`src/design/swm_ram.sv`:
```
`timescale 1ns / 1ps
// ----------------------------------------------------------------------------
// swm_ram
// Generic single write port, single read port RAM with registered read data.
// ----------------------------------------------------------------------------
module swm_ram #(
  parameter int WIDTH = 16,
  parameter int DEPTH = 64
) (
  input  logic                     clk,
  input  logic                     we,
  input  logic [$clog2(DEPTH)-1:0] waddr,
  input  logic [WIDTH-1:0]         wdata,
  input  logic [$clog2(DEPTH)-1:0] raddr,
  output logic [WIDTH-1:0]         rdata
);

  logic [WIDTH-1:0] mem [DEPTH];

  always_ff @(posedge clk) begin
    if (we) begin
      mem[waddr] <= wdata;
    end
    rdata <= mem[raddr];
  end

endmodule

```
`config.mk`:
```
export PLATFORM = sky130hd
export DESIGN_NAME = swm_ram
export DESIGN_NICKNAME = d
export VERILOG_FILES = /design/src/design/swm_ram.sv
export SDC_FILE = /design/constraint.sdc
export NUM_CORES = 1
export LEC_CHECK = 0
export ABC_AREA = 1
export BUFFER_PORTS_ARGS = -buffer_cell sky130_fd_sc_hd__buf_2
export CORE_MARGIN = 3
export CORE_UTILIZATION = 35
export DETAILED_ROUTE_END_ITERATION = 8
export GPL_TIMING_DRIVEN = 0
export MAX_ROUTING_LAYER = met4
export PLACE_DENSITY = 0.6
export SLEW_MARGIN = 5
export SYNTH_ARGS = -nofsm -noshare
export SYNTH_HDL_FRONTEND = slang
export SYNTH_SLANG_ARGS = --single-unit
```
`constraint.sdc`:
```
create_clock -name clk -period 4.3 [get_ports clk]
set_input_delay 0.645 -clock clk [delete_from_list [all_inputs] [get_ports clk]]
set_output_delay 0.645 -clock clk [all_outputs]
set_load 0.02 [all_outputs]
```
# Yosys cells after proc, flatten, opt, wreduce, memory -nomap -nowiden
# Memories as Yosys holds them, arrays and structs flattened. A register that Yosys moved wholly into a read port is not among the register bits.
# Index checks and enable logic that the tools add are counted.
[classes]
mux = 2
shift = 0
div_mod_pow = 0
bitwise_logic = 0
n_mul = 0
add_sub_neg = 0
n_lt_le_gt_ge = 0
n_eq_ne = 0
n_reduce_logical = 0
[op_table]
columns = ["cell", "count"]
rows = [
  ["1-bit two-way mux", 2],
]
[totals]
romBits = 0
output_inout_bits = 16
mem_count = 1
latchBits = 0
reg_bits = 0
elab_cells = 3
ram_bits = 1024
input_bits = 30
[mem_list]
columns = ["name", "depth", "width", "rd", "rd_ports_with_merged_regs", "wr", "line", "rtl"]
rows = [
  ["mem", 64, 16, 1, 1, 1, "18", "logic [WIDTH-1:0] mem [DEPTH];"],
]

# Logic depth before layout (Yosys ltp)
[logic_depth]
word_depth = 2
depth_mapped = 12
mapped_depth_nobuf = 9

# Least setup slack after synthesis
# OpenSTA, ideal clock, no wires.
[synth_timing]
path_type = "input-to-reg"
start = "input we"
end = "memory mem[48][0] (enable)"
stages = 3
setup_time_ps = 431
arrival_ps = 2769
n_path_buf = 1
slack_ps = 1101
t_required_ps = 3869
cell_sequence = "clkbuf_1 -> nand4_1 -> nor4_1"
[synth_via]
elab_chain_cells = 2
[synth_rtl]
columns = ["item", "line", "rtl"]
rows = [
  ["from (decl)", "11", "input logic we,"],
  ["1-bit two-way mux", "21", "if (we) begin"],
  ["1-bit two-way mux (implied by the code)", "22", "mem[waddr] <= wdata;"],
  ["to (decl)", "18", ""],
]
# No other way between the ends.

==> impl_metrics.json <==
{
  "start_util": 0.3546,
  "cellLeakagePower_nw": 17.83,
  "total_power_w": 0.02199,
  "setup_tns_ps": 0,
  "nets": 3785,
  "required_ps": 4870,
  "dp_hpwl_mm": 94.85,
  "placed_cell_area_mm2": 0.04608,
  "max_cap_violations": 0,
  "arrival_ps": 3640,
  "fp.coreArea_mm2": 0.1187,
  "track_usage": 0.2234,
  "syn2layout_area_growth_pct": 17.53,
  "cts_sinks": 1040,
  "crit_chain": "buf_2 > buf_2 > buf_1 > nand3_1 > nand2_1 > nand2_1 > nand3_1 > nand3_1 > nand2_1",
  "io_pins": 46,
  "rows": 126,
  "fmax_mhz": 326.0,
  "stdcell_count": 5449,
  "synthCells": 3517,
  "clk_pin_slew_ps": 60,
  "die_area_mm2": 0.1245,
  "gp_congestion": 0.9972,
  "routedWlPerCell_um": 25.38,
  "path_max_fanout": 10,
  "htree_levels": 3,
  "ys_seq_area_frac": 0.7380,
  "ys_ff_latch": 1040,
  "ys_types": 16,
  "path_class": "in -> reg",
  "cts_hold_buf": 0,
  "drv_slew": 0,
  "max_stage_delay_ps": 970,
  "outcome": "finished clean",
  "vias": 28680,
  "place_inst": 5248,
  "drive_above_1_share": 0.1366,
  "skew_ps": 28.38,
  "cts-root-buf": "clkbuf_16",
  "rsz0062_at_grt": "no",
  "cts_tree": "done",
  "grt_pass1_vias": 26490,
  "ant_nets": 0,
  "period_share": 0.7133,
  "dieWidth_um": 352.8,
  "grt_overflow_total": 0,
  "critPathLaunchType": "primary input",
  "synth_warnings": 0,
  "ir_worst_vdd_mv": 0.2990,
  "fin_crit_ps": 3067,
  "final_area_mm2": 0.04948,
  "power.density_mw_per_mm2": 444.5,
  "grt_start_max_net_pins": 65,
  "synth_area_mm2": 0.04210,
  "antenna_found_initial": 7,
  "drt-initial-drc-count": 4006,
  "cts_made_buffers": 105,
  "fp.dieH_um": 352.8,
  "cts_setup_buffers": 0,
  "cp-end-kind": "register",
  "grt_pass1_wl_mm": 194.2,
  "postSynthNetCount": 3547,
  "clkLatencyLatePin_ps": 680,
  "min_path_type": "in -> reg",
  "tightest_slew_ps": 1246,
  "maxSlewHeadroom": 0.1696,
  "drt-total-wl_mm": 138.3,
  "clock_path_buffers": 3,
  "dr.pass1.iters": 5,
  "drc": 0,
  "hold_viol_final": 0,
  "setup_violations": 0,
  "viasPerCell": 5.264,
  "numPortBuffers": 37,
  "num-fill-cells": 10940,
  "syn_area_per_cell_um2": 11.97,
  "critPathSlowestCell": "buf_1",
  "ctsResizeCount": 0
}
==> layer usage <==
metal,track usage,share of wire
met5,-,0
met1,0.3169,0.43
met3,0.03662,0.095
met2,0.3275,0.44
met4,0.07341,0.036
==> synth_stat cells <==
library cell | instances | area share
inv_2 | 2 | 0.00018
buf_2 | 113 | 0.013
buf_1 | 17 | 0.0015
nand2_1 | 1296 | 0.12
nor2_1 | 56 | 0.0050
dfxtp_1 | 16 | 0.0076
nand4_1 | 9 | 0.0013
nor4_1 | 8 | 0.0012
nand3_1 | 871 | 0.10
clkbuf_1 | 26 | 0.0023
buf_6 | 49 | 0.013
inv_8 | 1 | 0.00027
buf_8 | 1 | 0.00036
inv_1 | 9 | 0.00080
buf_4 | 19 | 0.0034
edfxtp_1 | 1024 | 0.73
==> path summary, 6_finish.rpt <==
check | start | depth (start not counted) | end | slack, ps
hold / removal | wdata[9] | 1 | mem[15][9] | 220
hold reg to reg | mem[57][15] | 8 | rdata[15] | 1010
setup / recovery | raddr[2] | 9 | rdata[12] | 1230
setup reg to reg | mem[60][10] | 8 | rdata[10] | 2540
==> cells by family after synthesis <==
family,after synthesis,synth area share
DFF,1040,0.7380
and+or+nand+nor,2240,0.2266
buffers and inverters,237,0.03537
==> layout by cell type, fill, tap and decap left out <==
cell        synthesis  final
inv_2               2      2
clkinv_2            0     19
buf_6              49     56
buf_16              0     23
clkinv_4            0      1
nand4_1             9      9
clkinvlp_4          0      2
dfxtp_1            16     16
nor2_2              0     56
nor4_2              0      8
inv_1               9      9
edfxtp_1         1024   1024
inv_8               1      1
bufinv_16           0     11
buf_8               1     45
buf_2             113    134
clkinv_8            0      1
clkinv_1            0     22
nand2_1          1296   1296
buf_4              19     52
clkbuf_8            0      1
inv_6               0      2
nand3_1           871    871
clkbuf_1           26     55
buf_1              17     17
diode_2             0      5
buf_12              0      3
clkbuf_16           0    108
==> layout make-up <==
class	count	area (um2)	area share
flip-flops and latches	1040	31070	0.6279
multi-input cells	2240	9731	0.1967
clock buffers	138	2825	0.05710
well taps	1600	2002	0.04046
repair buffers	131	1785	0.03608
plain buffers	225	1436	0.02903
clock inverters	58	565.5	0.01143
inverters	12	52.55	0.001062
diodes	5	12.51	0.0002529
==> critical path: cells and delay by family <==
kind | cells | cell delay (ps)
buf+inv | 3 | 1640
simple gates | 6 | 1330
==> stage by stage <==
| stage | worst slack, ps | hold slack, ps | utilization |
|---|---|---|---|
| final | 1233 | 218.1 | 0.4168 |
| after global routing | 1268 | 205.1 | 0.4168 |
| after detailed placement | 658.9 | 883.3 | 0.3881 |
| after floorplan | 1101 | 721.7 | - |
| after global placement | -1164 | 943.4 | 0.3731 |
| after CTS | 1343 | 189.3 | 0.4167 |
==> power breakdown <==
| part | leakage [nW] | internal, W | switching, W |
|---|---|---|---|
| clock | 1.66 | 0.00527 | 0.00384 |
| combinational | 6.83 | 0.000407 | 0.00124 |
| sequential | 9.35 | 0.0112 | 0.0000202 |
| total | 17.8 | 0.0169 | 0.00510 |
==> registers in the layout (all words and copies together) (netlist names) <==
name   count
mem     1024
rdata     16
Power figures use the tool's default switching activity.
