==> config.mk <==
export PLATFORM = sky130hd
export DESIGN_NAME = swm_cell
export DESIGN_NICKNAME = d
export VERILOG_FILES = /design/src/design/swm_pkg.sv /design/src/design/swm_cell.sv
export SDC_FILE = /design/constraint.sdc
export NUM_CORES = 1
export LEC_CHECK = 0
export BUFFER_PORTS_ARGS = -buffer_cell sky130_fd_sc_hd__buf_4
export CAP_MARGIN = 10
export CORE_MARGIN = 8
export CORE_UTILIZATION = 41
export DETAILED_ROUTE_END_ITERATION = 12
export PLACE_DENSITY = 0.77
export SYNTH_ARGS = -nofsm -noshare
export SYNTH_HDL_FRONTEND = slang
export SYNTH_SLANG_ARGS = --single-unit
==> constraint.sdc <==
create_clock -name clk -period 4.45 [get_ports clk]
set_clock_uncertainty 0.2 [all_clocks]
set_input_delay 0 -clock clk [delete_from_list [all_inputs] [get_ports clk]]
set_output_delay 0 -clock clk [all_outputs]
set_load 0.02 [all_outputs]
==> src/design/swm_pkg.sv <==
`timescale 1ns / 1ps
// ----------------------------------------------------------------------------
// swm_pkg
// Shared constants and types for the sliding window median unit.
// ----------------------------------------------------------------------------
package swm_pkg;

  localparam int MAX_WINDOW  = 64;
  localparam int SAMPLE_BITS = 16;
  localparam int IDX_W       = $clog2(MAX_WINDOW);
  localparam int CNT_W       = $clog2(MAX_WINDOW + 1);
  localparam int CFG_W       = 7;
  localparam int RESET_LEN   = 3;

  typedef logic [SAMPLE_BITS-1:0] sample_t;

  // Raw contents of one cell.
  typedef struct packed {
    logic    valid;
    sample_t value;
  } cell_t;

  // Link from a cell to its upper neighbour: state after the removal step,
  // and whether that entry sorts above the incoming sample.
  typedef struct packed {
    logic    gt;
    logic    valid;
    sample_t value;
  } link_t;

  // Controls broadcast along the whole chain.
  typedef struct packed {
    logic    clr;
    logic    ins;
    logic    del;
    sample_t sample;
    sample_t old;
  } bcast_t;

endpackage

==> src/design/swm_cell.sv <==
`timescale 1ns / 1ps
// ----------------------------------------------------------------------------
// swm_cell
// One slot of the sorted chain: removes the outgoing entry by pulling from
// above, then makes room for the new sample by pushing upwards.
// ----------------------------------------------------------------------------
module swm_cell (
  input  logic           clk,
  input  logic           rst,
  input  swm_pkg::bcast_t ctl,
  input  swm_pkg::cell_t  up_raw,   // raw state of the cell above
  input  swm_pkg::link_t  dn_link,  // post-removal state of the cell below
  output swm_pkg::cell_t  raw,
  output swm_pkg::link_t  link
);

  swm_pkg::cell_t st;
  swm_pkg::cell_t st_next;
  logic           pull;

  // Empty slots sort as infinity, so they always pull and always push.
  always_comb begin
    pull       = ctl.del && (!st.valid || st.value >= ctl.old);
    link.valid = pull ? up_raw.valid : st.valid;
    link.value = pull ? up_raw.value : st.value;
    link.gt    = !link.valid || link.value > ctl.sample;

    st_next = st;
    if (ctl.ins) begin
      if (!link.gt) begin
        st_next.valid = link.valid;
        st_next.value = link.value;
      end else if (dn_link.gt) begin
        st_next.valid = dn_link.valid;
        st_next.value = dn_link.value;
      end else begin
        st_next.valid = 1'b1;
        st_next.value = ctl.sample;
      end
    end
  end

  always_ff @(posedge clk) begin
    if (rst || ctl.clr) begin
      st.valid <= 1'b0;
    end else begin
      st.valid <= st_next.valid;
    end
    st.value <= st_next.value;
  end

  assign raw = st;

endmodule
* Word level (Yosys, flattened, before mapping)
Index checks and enable logic that the tools add are counted.
** Word-level totals
- Register bits :: 17
** Cells by class
- Reduce and logical (&&, ||, !) cells :: 6
- Magnitude comparators :: 2
- Muxes and demuxes :: 4
** Operator list (count)
- 2-to-1 mux 17 bit :: 2
- >= comparator 16 bit :: 1
- greater-than comparator 16 bit :: 1
- 2-to-1 mux 16 bit :: 1
- logical OR 1 bit :: 3
- zero test 1 bit :: 2
- logical AND 1 bit :: 1
- 2-to-1 mux 1 bit :: 1

* Depth between registers and ports, before layout
Gate-level depths: netlist (run 1).
- Word-level depth :: 7
- Depth in mapped cells :: 16
- Mapped depth without buffers :: 14

* Worst setup path before layout (run 1)
No wires, ideal clock.
- Path kind :: reg-to-reg
- From :: reg st (netlist bit raw[0])
- To :: reg st (netlist bit raw[10]), data pin
- Library setup time :: 260 ps
- Arrival :: 4508 ps
- Data required time :: 3990 ps
- Path slack :: -518 ps
- Stages on the path, launching flop included :: 17
- Cell sequence :: edfxtp_1 > inv_1 > ha_1 > nand2b_4 > a2111oi_4 > nor3_2 > o31ai_2 > buf_2 > mux2_2 > ha_1 > a21o_1 > a221o_1 > a221oi_1 > nor2_1 > a221oi_4 > buf_6 > mux2_4
** RTL lines
- start, declared :: RTL line swm_cell.sv:17 : swm_pkg::cell_t st;

* Worst setup path after layout (run 1)
- From :: reg st (netlist bit raw[9])
- To :: reg st (netlist bit raw[3]), data pin
** On the way
- Cells in the longest elaborated chain, start to end :: 7
- Elaborated cells on any way between the ends :: 9
** Ends and longest elaborated chain
- >= comparator 16 bit :: RTL line swm_cell.sv:23 : pull = ctl.del && (!st.valid || st.value >= ctl.old);
- logical OR 1 bit :: RTL line swm_cell.sv:23
- logical AND 1 bit :: RTL line swm_cell.sv:23
- 2-to-1 mux 16 bit / 2-to-1 mux 1 bit (equally long branches) :: RTL line swm_cell.sv:25, swm_cell.sv:24
- greater-than comparator 16 bit / zero test 1 bit (equally long branches) :: RTL line swm_cell.sv:26 : link.gt = !link.valid || link.value > ctl.sample;
- logical OR 1 bit :: RTL line swm_cell.sv:26
- 2-to-1 mux 17 bit * :: RTL line swm_cell.sv:30 : if (!link.gt) begin
Every way passes the cells marked *; elsewhere a longest branch is shown, timed or not.
A chain may end at the register's enable or synchronous reset.

==> results of run 1 <==
critical path, cell delays in order (launching register included):
cell and delay (ns):
edfxtp_1 0.43, ha_1 0.32, a21oi_1 0.19, o21a_1 0.16, o2111ai_2 0.16, o31ai_4 0.36, buf_6 0.19, buf_4 0.11
mux2_2 0.36, ha_1 0.31, nand4_1 0.19, nor3_2 0.26, nor2_1 0.11, a221oi_4 0.30, buf_12 0.17, clkbuf_16 0.14
mux2_2 0.33
routing by layer:
layer / up-vias / part of all wire / track usage
met4: 0 / 0.024 / 0.0583
met1: 1053 / 0.39 / 0.217
met2: 108 / 0.52 / 0.342
met5: - / 0 / 0
li1: 1029 / - / -
met3: 20 / 0.065 / 0.0357
power breakdown:
group          total (W)  switching (W)  leakage, nW  internal [W]
Sequential      0.000215      0.0000164        0.166      0.000198
Clock           0.000121      0.0000585       0.0255     0.0000623
Combinational   0.000481       0.000220         1.57      0.000261
per-stage QoR:
stage / setup slack (ns) / total power [W]
finish: -0.0882 / 0.000817
global route: -0.212 / 0.000855
CTS: 0.00210 / 0.000736
detailed placement: -0.0813 / 0.000605
global placement: -0.0302 / 0.000596
floorplan: -0.168 / 0.000441
kinds of logic (layout without fill, tap and decap cells):
kind of cell    count (synthesis)  after routing
simple gates                   42             42
buf+inv                        39            190
compound gates                 38             38
mux                            34             34
fa+ha+maj                      32             32
flops                          17             17
synthesized netlist by cell type (all sizes together) (2+ instances only):
library cell,instances
inv,34
ha,32
mux2,30
nand2,21
edfxtp,16
o21ai,16
a21oi,6
mux2i,4
nand4,4
nor2,4
a21o,3
a221oi,3
clkbuf,3
nor3,3
and3,2
buf,2
nand3,2
o211ai,2
o21a,2
or3,2
final cells by class:
cell class	instances	share of cell area
Sequential cell	17	0.143
Multi-Input combinational cell	146	0.426
Timing Repair Buffer	152	0.362
Clock buffer	3	0.0118
Inverter	34	0.0364
Clock inverter	1	0.00143
Tap cell	54	0.0193
timing repair:
action                                  4_1_cts  5_1_grt
buffers inserted                              0       15
hold endpoints to repair                     31        0
gates resized for setup                       5       13
pin swaps                                     1        5
endpoints found under the setup margin       15       17
hold buffers                                 20        0
cloned                                        0        3
worst paths after layout:
path,end,cells after the start
setup / recovery,raw[3],16
hold / removal,raw[8],4
setup reg to reg,raw[3],16
hold reg to reg,raw[5],2
==> results.yml, run 1 <==
outcome:
  status: "finished with violations"
  violations: "negative setup slack"
detailed_routing:
  drcViolationCount: 0
  via_per_inst: 5.43
  routed_wl_mm: 8.17
  wl_per_cell_um: 20.1
  first_pass_iters: 4
  drt-initial-drc-count: 123
  ant_nets: 0
  dr_total_vias: 2210
clock_network:
  cts_root_buffer: "clkbuf_8"
  clkLatencyLatePin_ns: 0.26
  cts.path.max_buffers: 2
  clk_pin_slew_ns: 0.08
  cts_max_level: 1
  numCtsBuffers: 3
  clock_sinks: 17
  cts_tree: "done"
floorplan:
  core_mm2: 0.00466
  row_count: 25
  fp.dieH_um: 85.2
  dieArea_mm2: 0.00726
  die_w_um: 85.2
  pin_count: 107
  initial_core_util: 0.421
sta:
  min_period_ns: 4.54
  setup_viol: 15
  rsz0062_at_grt: "yes"
  fin_crit_sh: 1.02
  whs_ns: 0.0413
  final.setup.worst_slack_ns: -0.0882
  tns_ns: -0.811
  fmax_ghz: 0.220
  hold_viol: 0
  worst_pin_slew_ns: 0.488
  final_max_slew_viol_count: 0
  relSlewSlack: 0.665
final_layout:
  final_util: 0.752
  fin_cells: 407
  fin_area_mm2: 0.00351
  syn_to_final_growth_pct: 78.6
  nFillCells: 275
  layout_common_cells: "buf_4 (125), inv_1 (34), ha_1 (24), nand2_1 (21), dlygate4sd3_1 (20)"
  antennaDiodeCount: 0
  largest_register_ffs: 17
  num-nets-final: 458
  drive_gt1_frac: 0.535
  final_common_cell: "buf_4"
  regArea_um2: 500
  multi_input_comb_area_mm2: 0.00149
setup_path:
  critPathLaunchType: "flop"
  cp.required_ns: 4.27
  startpoint: "raw[9]"
  reg2reg_from: "raw[9]"
  rrSetupSlack_ns: -0.09
  cp-end-kind: "flop"
  cp.arrival_ns: 4.35
  path_class: "reg2reg"
  path_max_fanout: 8
synthesis:
  synth_top_area_frac: 0.245
  synth_area_leaders: "edfxtp_1 (24%), ha_1 (20%), mux2_2 (13%)"
  ys_types: 38
  synth_top_family_by_area: "multiplexers"
  netlist_instances: 202
  synth_edf_count: 16
  yosysSeqAreaShare: 0.255
  ys_ff_latch: 17
  yosys_warnings: 0
  synth-compound-area-share: 0.147
  yosys.area_share.xor_xnor: 0
  synth-adder-area-share: 0.204
  netlist_area_mm2: 0.00196
  synth_top_area_cell: "edfxtp_1"
  synth-main-ff-cell: "edfxtp_1"
  synth_nets: 306
  syn_area_per_cell_um2: 9.72
  synth-simple-area-share: 0.109
  async_flop_share: 0
  synthMuxAreaShare: 0.206
placement:
  dp_hpwl_mm: 5.49
  routabilityCongestion: 0.865
  placed_cells: 365
  numPortBuffers: 106
  place_area_mm2: 0.00296
pwr:
  leakage_nw: 1.77
  vdd_drop_max_v: 0.000121
  p_per_area_mw_per_mm2: 233
global_route:
  grt_max_degree: 33
  gr-usage-all-layers: 0.189
  grt_pass1_wl_mm: 11.0
  grt_pass1_vias: 2218
  grt_overflow_total: 0
  antenna_found_initial: 0
hold_path:
  min_from: "dn_link[8]"
  min_path_type: "in2reg"
flow_run:
  max-cap-violations: 0
Power figures use the tool's default switching activity.
==> run 2: changes to the inputs <==
--- a/config.mk
+++ b/config.mk
@@ -11,6 +11,7 @@
 export CORE_UTILIZATION = 41
 export DETAILED_ROUTE_END_ITERATION = 12
 export PLACE_DENSITY = 0.77
+export SKIP_LAST_GASP = 1
 export SYNTH_ARGS = -nofsm -noshare
 export SYNTH_HDL_FRONTEND = slang
 export SYNTH_SLANG_ARGS = --single-unit
==> run 2 against run 1 <==
The flow still finishes with violations (negative setup slack). Clock power hardly changed. Routed wire length is 0.89% higher. Utilization is 0.40 points lower. Worst hold slack worse by 0.015 ns. Critical path depth is the same. Non-clock buffer count is the same. Register-to-register slack got worse by 0.08 ns. Critical path type unchanged.
==> results.yml, run 2 (same netlist as run 1, synthesis figures left out) <==
flow_run:
  max-cap-violations: 0
global_route:
  grt_pass1_vias: 2218
  gr-usage-met1: 0.217
  use_met2: 0.342
  top_usage_layer: "met2"
  antenna_found_initial: 0
  grt_max_degree: 33
  grt_pass1_wl_mm: 11.0
  grt_overflow_total: 0
  grt_use_met3: 0.0357
  gr-usage-all-layers: 0.189
hold_path:
  min_path_type: "in2reg"
floorplan:
  dieArea_mm2: 0.00726
  row_count: 25
  fp.dieH_um: 85.2
  die_w_um: 85.2
  initial_core_util: 0.421
  pin_count: 107
  core_mm2: 0.00466
detailed_routing:
  routed_wl_mm: 8.25
  drcViolationCount: 0
  ant_nets: 0
  drt-initial-drc-count: 103
  first_pass_iters: 4
  dr_total_vias: 2215
  wl_per_cell_um: 20.3
  via_per_inst: 5.44
sta:
  final.setup.worst_slack_ns: -0.164
  min_period_ns: 4.61
  fmax_ghz: 0.217
  final_max_slew_viol_count: 0
  relSlewSlack: 0.701
  hold_viol: 0
  setup_viol: 16
  rsz0062_at_grt: "yes"
  worst_pin_slew_ns: 0.436
  fin_crit_sh: 1.04
setup_path:
  startpoint: "raw[13]"
  crit_path_top_delay_cell: "edfxtp_1"
  rrSetupSlack_ns: -0.16
  path_class: "reg2reg"
  path_max_fanout: 8
  worstSetupEndpoint: "raw[3]"
  r2r_end: "raw[3]"
  r2r_cells: 16
  reg2reg_from: "raw[13]"
  cp_common_cell: "buf_12"
  cp.required_ns: 4.27
  cp.arrival_ns: 4.44
  cp_cell_sequence: "ha_1 -> and3_1 -> o21ai_1 -> o2111ai_2 -> o31ai_4 -> buf_12 -> mux2_4 -> ha_4 -> and2_4 -> a221o_1 -> a221oi_2 -> nor2_1 -> a221oi_4 -> buf_12 -> clkbuf_16 -> mux2_2"
  cp-end-kind: "flop"
  critPathLaunchType: "flop"
  slowest_delay_ns: 0.42
pwr:
  p_per_area_mw_per_mm2: 233
  p_seq_frac: 0.265
  pwr-share-clk: 0.152
  combPwrFrac: 0.584
  leakage_nw: 1.75
  vdd_drop_max_v: 0.000162
  switchingPower_w: 0.000297
  switching_share: 0.365
  internal_power_w: 0.000517
clock_network:
  clk_pin_slew_ns: 0.08
  cts_root_buffer: "clkbuf_8"
  cts.path.max_buffers: 2
  numCtsBuffers: 3
  clock_sinks: 17
  cts_tree: "done"
  clkLatencyLatePin_ns: 0.27
  cts_max_level: 1
final_layout:
  final_common_cell: "buf_4"
  largest_register_ffs: 17
  nFillCells: 294
  fin_area_mm2: 0.00349
  regArea_um2: 500
  num-nets-final: 458
  syn_to_final_growth_pct: 77.7
  drive_gt1_frac: 0.535
  layout_common_cells: "buf_4 (125), inv_1 (34), ha_1 (24), nand2_1 (21), dlygate4sd3_1 (20)"
  antennaDiodeCount: 0
  multi_input_comb_area_mm2: 0.00148
outcome:
  violations: "negative setup slack"
  status: "finished with violations"
placement:
  numPortBuffers: 106
  place_area_mm2: 0.00296
  post-place-ws_ns: -0.0813
  routabilityCongestion: 0.865
  dp_hpwl_mm: 5.49
[run 2: cell types whose count changed in the layout (fill, tap and decap cells not counted)]
cell,previous run,this run
mux2_2,13,18
mux2_4,17,12
[run 2: how the worst min path moves through the flow]
stage,startpoint,endpoint,slack [ns],cells past startpoint
2_1_floorplan,ctl[33],raw[0],-0.09,0
3_3_place_gp,dn_link[16],raw[16],0.04,2
3_5_place_dp,dn_link[16],raw[16],0.04,2
4_1_cts,dn_link[8],raw[8],0.003,4
5_1_grt,up_raw[2],raw[2],0.03,3
6_report,up_raw[5],raw[5],0.03,3
[run 2: worst max-delay path: cells and delay by family (launching register included)]
family | cells | cell delay, ns
AOI/OAI and AO/OA | 6 | 1.59
muxes | 2 | 0.69
and+or+nand+nor | 3 | 0.44
DFF | 1 | 0.42
adders and majority gates | 2 | 0.54
buffers and inverters | 3 | 0.47
[run 2: through the flow]
step / setup TNS [ns] / total power [W] / instances / hold WS [ns] / util
floorplan: -1.39 / 0.000441 / 202 / -0.0875 / -
global placement: -0.225 / 0.000596 / 365 / 0.0374 / 0.635
detailed placement: -0.814 / 0.000605 / 365 / 0.0390 / 0.635
CTS: 0 / 0.000736 / 389 / 0.00261 / 0.692
finish: -2.03 / 0.000814 / 407 / 0.0265 / 0.748
global route: -3.93 / 0.000853 / 407 / 0.0295 / 0.748
[run 2: cell type report]
cell class | count | area share
timing repair buffer | 152 | 0.364
tap | 54 | 0.0194
sequential | 17 | 0.143
clock inverter | 1 | 0.00143
clock buffer | 3 | 0.0118
multi-input combinational | 146 | 0.423
inverter | 34 | 0.0366
[run 2: what timing repair did]
action	in CTS	in global routing
gates cloned	0	3
pin swaps	1	5
endpoints found under the setup margin	15	17
resized for setup	5	8
setup buffers	0	15
endpoints found under the hold margin	31	0
hold buffers	20	0
[run 2: power groups by stage]
stage | clock (W) | combinational [W] | sequential (W)
6_report | 0.000123 | 0.000475 | 0.000215
5_1_grt | 0.000130 | 0.000506 | 0.000216
4_1_cts | 0.000117 | 0.000406 | 0.000213
3_5_place_dp | 0 | 0.000388 | 0.000217
3_3_place_gp | 0 | 0.000380 | 0.000216
2_1_floorplan | 0 | 0.000208 | 0.000233
[run 2: per-layer routing]
layer / up-vias / wire length (um)
li1: 1030 / -
met4: 0 / 180
met5: - / 0
met1: 1068 / 3240
met3: 16 / 499
met2: 101 / 4330
==> run 3: changes to the inputs <==
--- a/config.mk
+++ b/config.mk
@@ -5,6 +5,7 @@
 export SDC_FILE = /design/constraint.sdc
 export NUM_CORES = 1
 export LEC_CHECK = 0
+export ABC_CLOCK_PERIOD_IN_PS = 4450
 export BUFFER_PORTS_ARGS = -buffer_cell sky130_fd_sc_hd__buf_4
 export CAP_MARGIN = 10
 export CORE_MARGIN = 8
@@ -15,3 +16,4 @@
 export SYNTH_ARGS = -nofsm -noshare
 export SYNTH_HDL_FRONTEND = slang
 export SYNTH_SLANG_ARGS = --single-unit
+export TNS_END_PERCENT = 10
==> run 3 against run 2 <==
The run still ends with negative setup slack left. Total power fell by 3.2%. Highest routed layer unchanged. Routed wire length fell by 9.3%. Sequential power barely moved.
==> results.yml, run 3 (same netlist as run 1, synthesis figures left out) <==
setup_path:
  cp.required_ns: 4.27
  cp_cell_sequence: "ha_1 -> and3_1 -> o21ai_1 -> o2111ai_2 -> o31ai_4 -> buf_12 -> mux2_2 -> ha_1 -> and4_4 -> nand4_1 -> nor3_2 -> nor2_1 -> a221oi_4 -> buf_12 -> clkbuf_16 -> mux2_2"
  crit_path_top_delay_cell: "edfxtp_1"
  cp-end-kind: "flop"
  critPathBufInv: 3
  path_class: "reg2reg"
  critPathLaunchType: "flop"
  critPathTopFamily: "compound AO/OA/AOI/OAI gates"
  cp.arrival_ns: 4.37
  path_max_fanout: 8
  slowest_delay_ns: 0.42
final_layout:
  final_common_cell: "buf_4"
  final_util: 0.726
  largest_register_ffs: 17
  layout_common_cells: "buf_4 (118), inv_1 (34), ha_1 (28), nand2_1 (21), dlygate4sd3_1 (20)"
  multi_input_comb_area_mm2: 0.00143
  fin_cells: 400
  nFillCells: 314
  num-nets-final: 451
  syn_to_final_growth_pct: 72.5
  regArea_um2: 500
  antennaDiodeCount: 0
  drive_gt1_frac: 0.514
sta:
  fmax_ghz: 0.220
  rsz0062_at_grt: "yes"
  tns_ns: -1.11
  relSlewSlack: 0.729
  min_period_ns: 4.55
  final_max_slew_viol_count: 0
  fin_crit_sh: 1.02
  hold_viol: 0
  setup_viol: 15
  whs_ns: 0.0334
  worst_pin_slew_ns: 0.396
  final.setup.worst_slack_ns: -0.104
placement:
  dp_hpwl_mm: 5.49
  numPortBuffers: 106
  placed_cells: 365
  routabilityCongestion: 0.865
detailed_routing:
  ant_nets: 0
  drcViolationCount: 0
  first_pass_iters: 4
  routed_wl_mm: 7.48
  via_per_inst: 5.24
  dr_total_vias: 2094
  drt-initial-drc-count: 101
  wl_per_cell_um: 18.7
global_route:
  grt_max_degree: 33
  grt_pass1_wl_mm: 11.0
  gr-usage-all-layers: 0.189
  antenna_found_initial: 0
  grt_overflow_total: 0
  grt_pass1_vias: 2218
hold_path:
  min_path_type: "in2reg"
pwr:
  p_per_area_mw_per_mm2: 233
  vdd_drop_max_v: 0.000159
  leakage_nw: 1.72
  power_w: 0.000788
outcome:
  violations: "negative setup slack"
  status: "finished with violations"
clock_network:
  cts_root_buffer: "clkbuf_8"
  clkLatencyLatePin_ns: 0.26
  cts.path.max_buffers: 2
  clk_pin_slew_ns: 0.08
  numCtsBuffers: 3
  cts_max_level: 1
  cts_tree: "done"
  clock_sinks: 17
floorplan:
  fp.dieH_um: 85.2
  initial_core_util: 0.421
  row_count: 25
  pin_count: 107
  dieArea_mm2: 0.00726
  core_mm2: 0.00466
  die_w_um: 85.2
flow_run:
  max-cap-violations: 0
==> run 3: changes by cell type in the layout (fill, tap and decap cells not counted) <==
cell / before / now
ha_4: 8 / 4
ha_1: 24 / 28
buf_4: 125 / 118
==> run 3: repair_timing <==
action / in CTS / in global routing
pin swaps: 1 / 5
resized for setup: 5 / 4
endpoints found under the setup margin: 15 / 17
setup buffers: 0 / 8
gates cloned: 0 / 3
hold buffers: 20 / 0
endpoints found under the hold margin: 31 / 0
==> run 3: worst paths after layout <==
| kind | to | cells after the start | start | slack, ns |
|---|---|---|---|---|
| max | raw[5] | 16 | raw[13] | -0.10 |
| min | raw[2] | 3 | up_raw[2] | 0.03 |
| max reg2reg | raw[5] | 16 | raw[13] | -0.10 |
| min reg2reg | raw[15] | 2 | raw[15] | 0.63 |
==> run 3: power by group <==
part / total, W / switching, W / internal, W
Clock: 0.000121 / 0.0000590 / 0.0000624
Combinational: 0.000452 / 0.000207 / 0.000245
Sequential: 0.000215 / 0.0000162 / 0.000198
==> run 3: metal layers <==
metal / vias up / wire length, um / global-route usage
met5: - / 0 / 0
met4: 0 / 95 / 0.0583
met3: 8 / 486 / 0.0357
met2: 88 / 3930 / 0.342
met1: 979 / 2970 / 0.217
li1: 1019 / - / -
==> run 3: layout make-up <==
class | count | area share
multi-input combinational | 146 | 0.421
timing repair buffer | 145 | 0.360
sequential | 17 | 0.148
inverter | 34 | 0.0377
tap | 54 | 0.0200
clock buffer | 3 | 0.0122
clock inverter | 1 | 0.00148
==> run 3: stage by stage <==
step / instance area (um2) / setup slack, ns
global route: 3390 / -0.249
finish: 3390 / -0.104
CTS: 3230 / 0.00210
detailed placement: 2960 / -0.0813
floorplan: 2040 / -0.168
global placement: 2960 / -0.0302
==> run 3: worst reg2reg max path, stage by stage, from the launching register on <==
cell and delay (ns):
edfxtp_1 0.42, ha_1 0.30, and3_1 0.18, o21ai_1 0.16, o2111ai_2 0.20, o31ai_4 0.37, buf_12 0.17, mux2_2 0.37
ha_1 0.34, and4_4 0.24, nand4_1 0.15, nor3_2 0.18, nor2_1 0.09, a221oi_4 0.30, buf_12 0.17, clkbuf_16 0.14
mux2_2 0.34
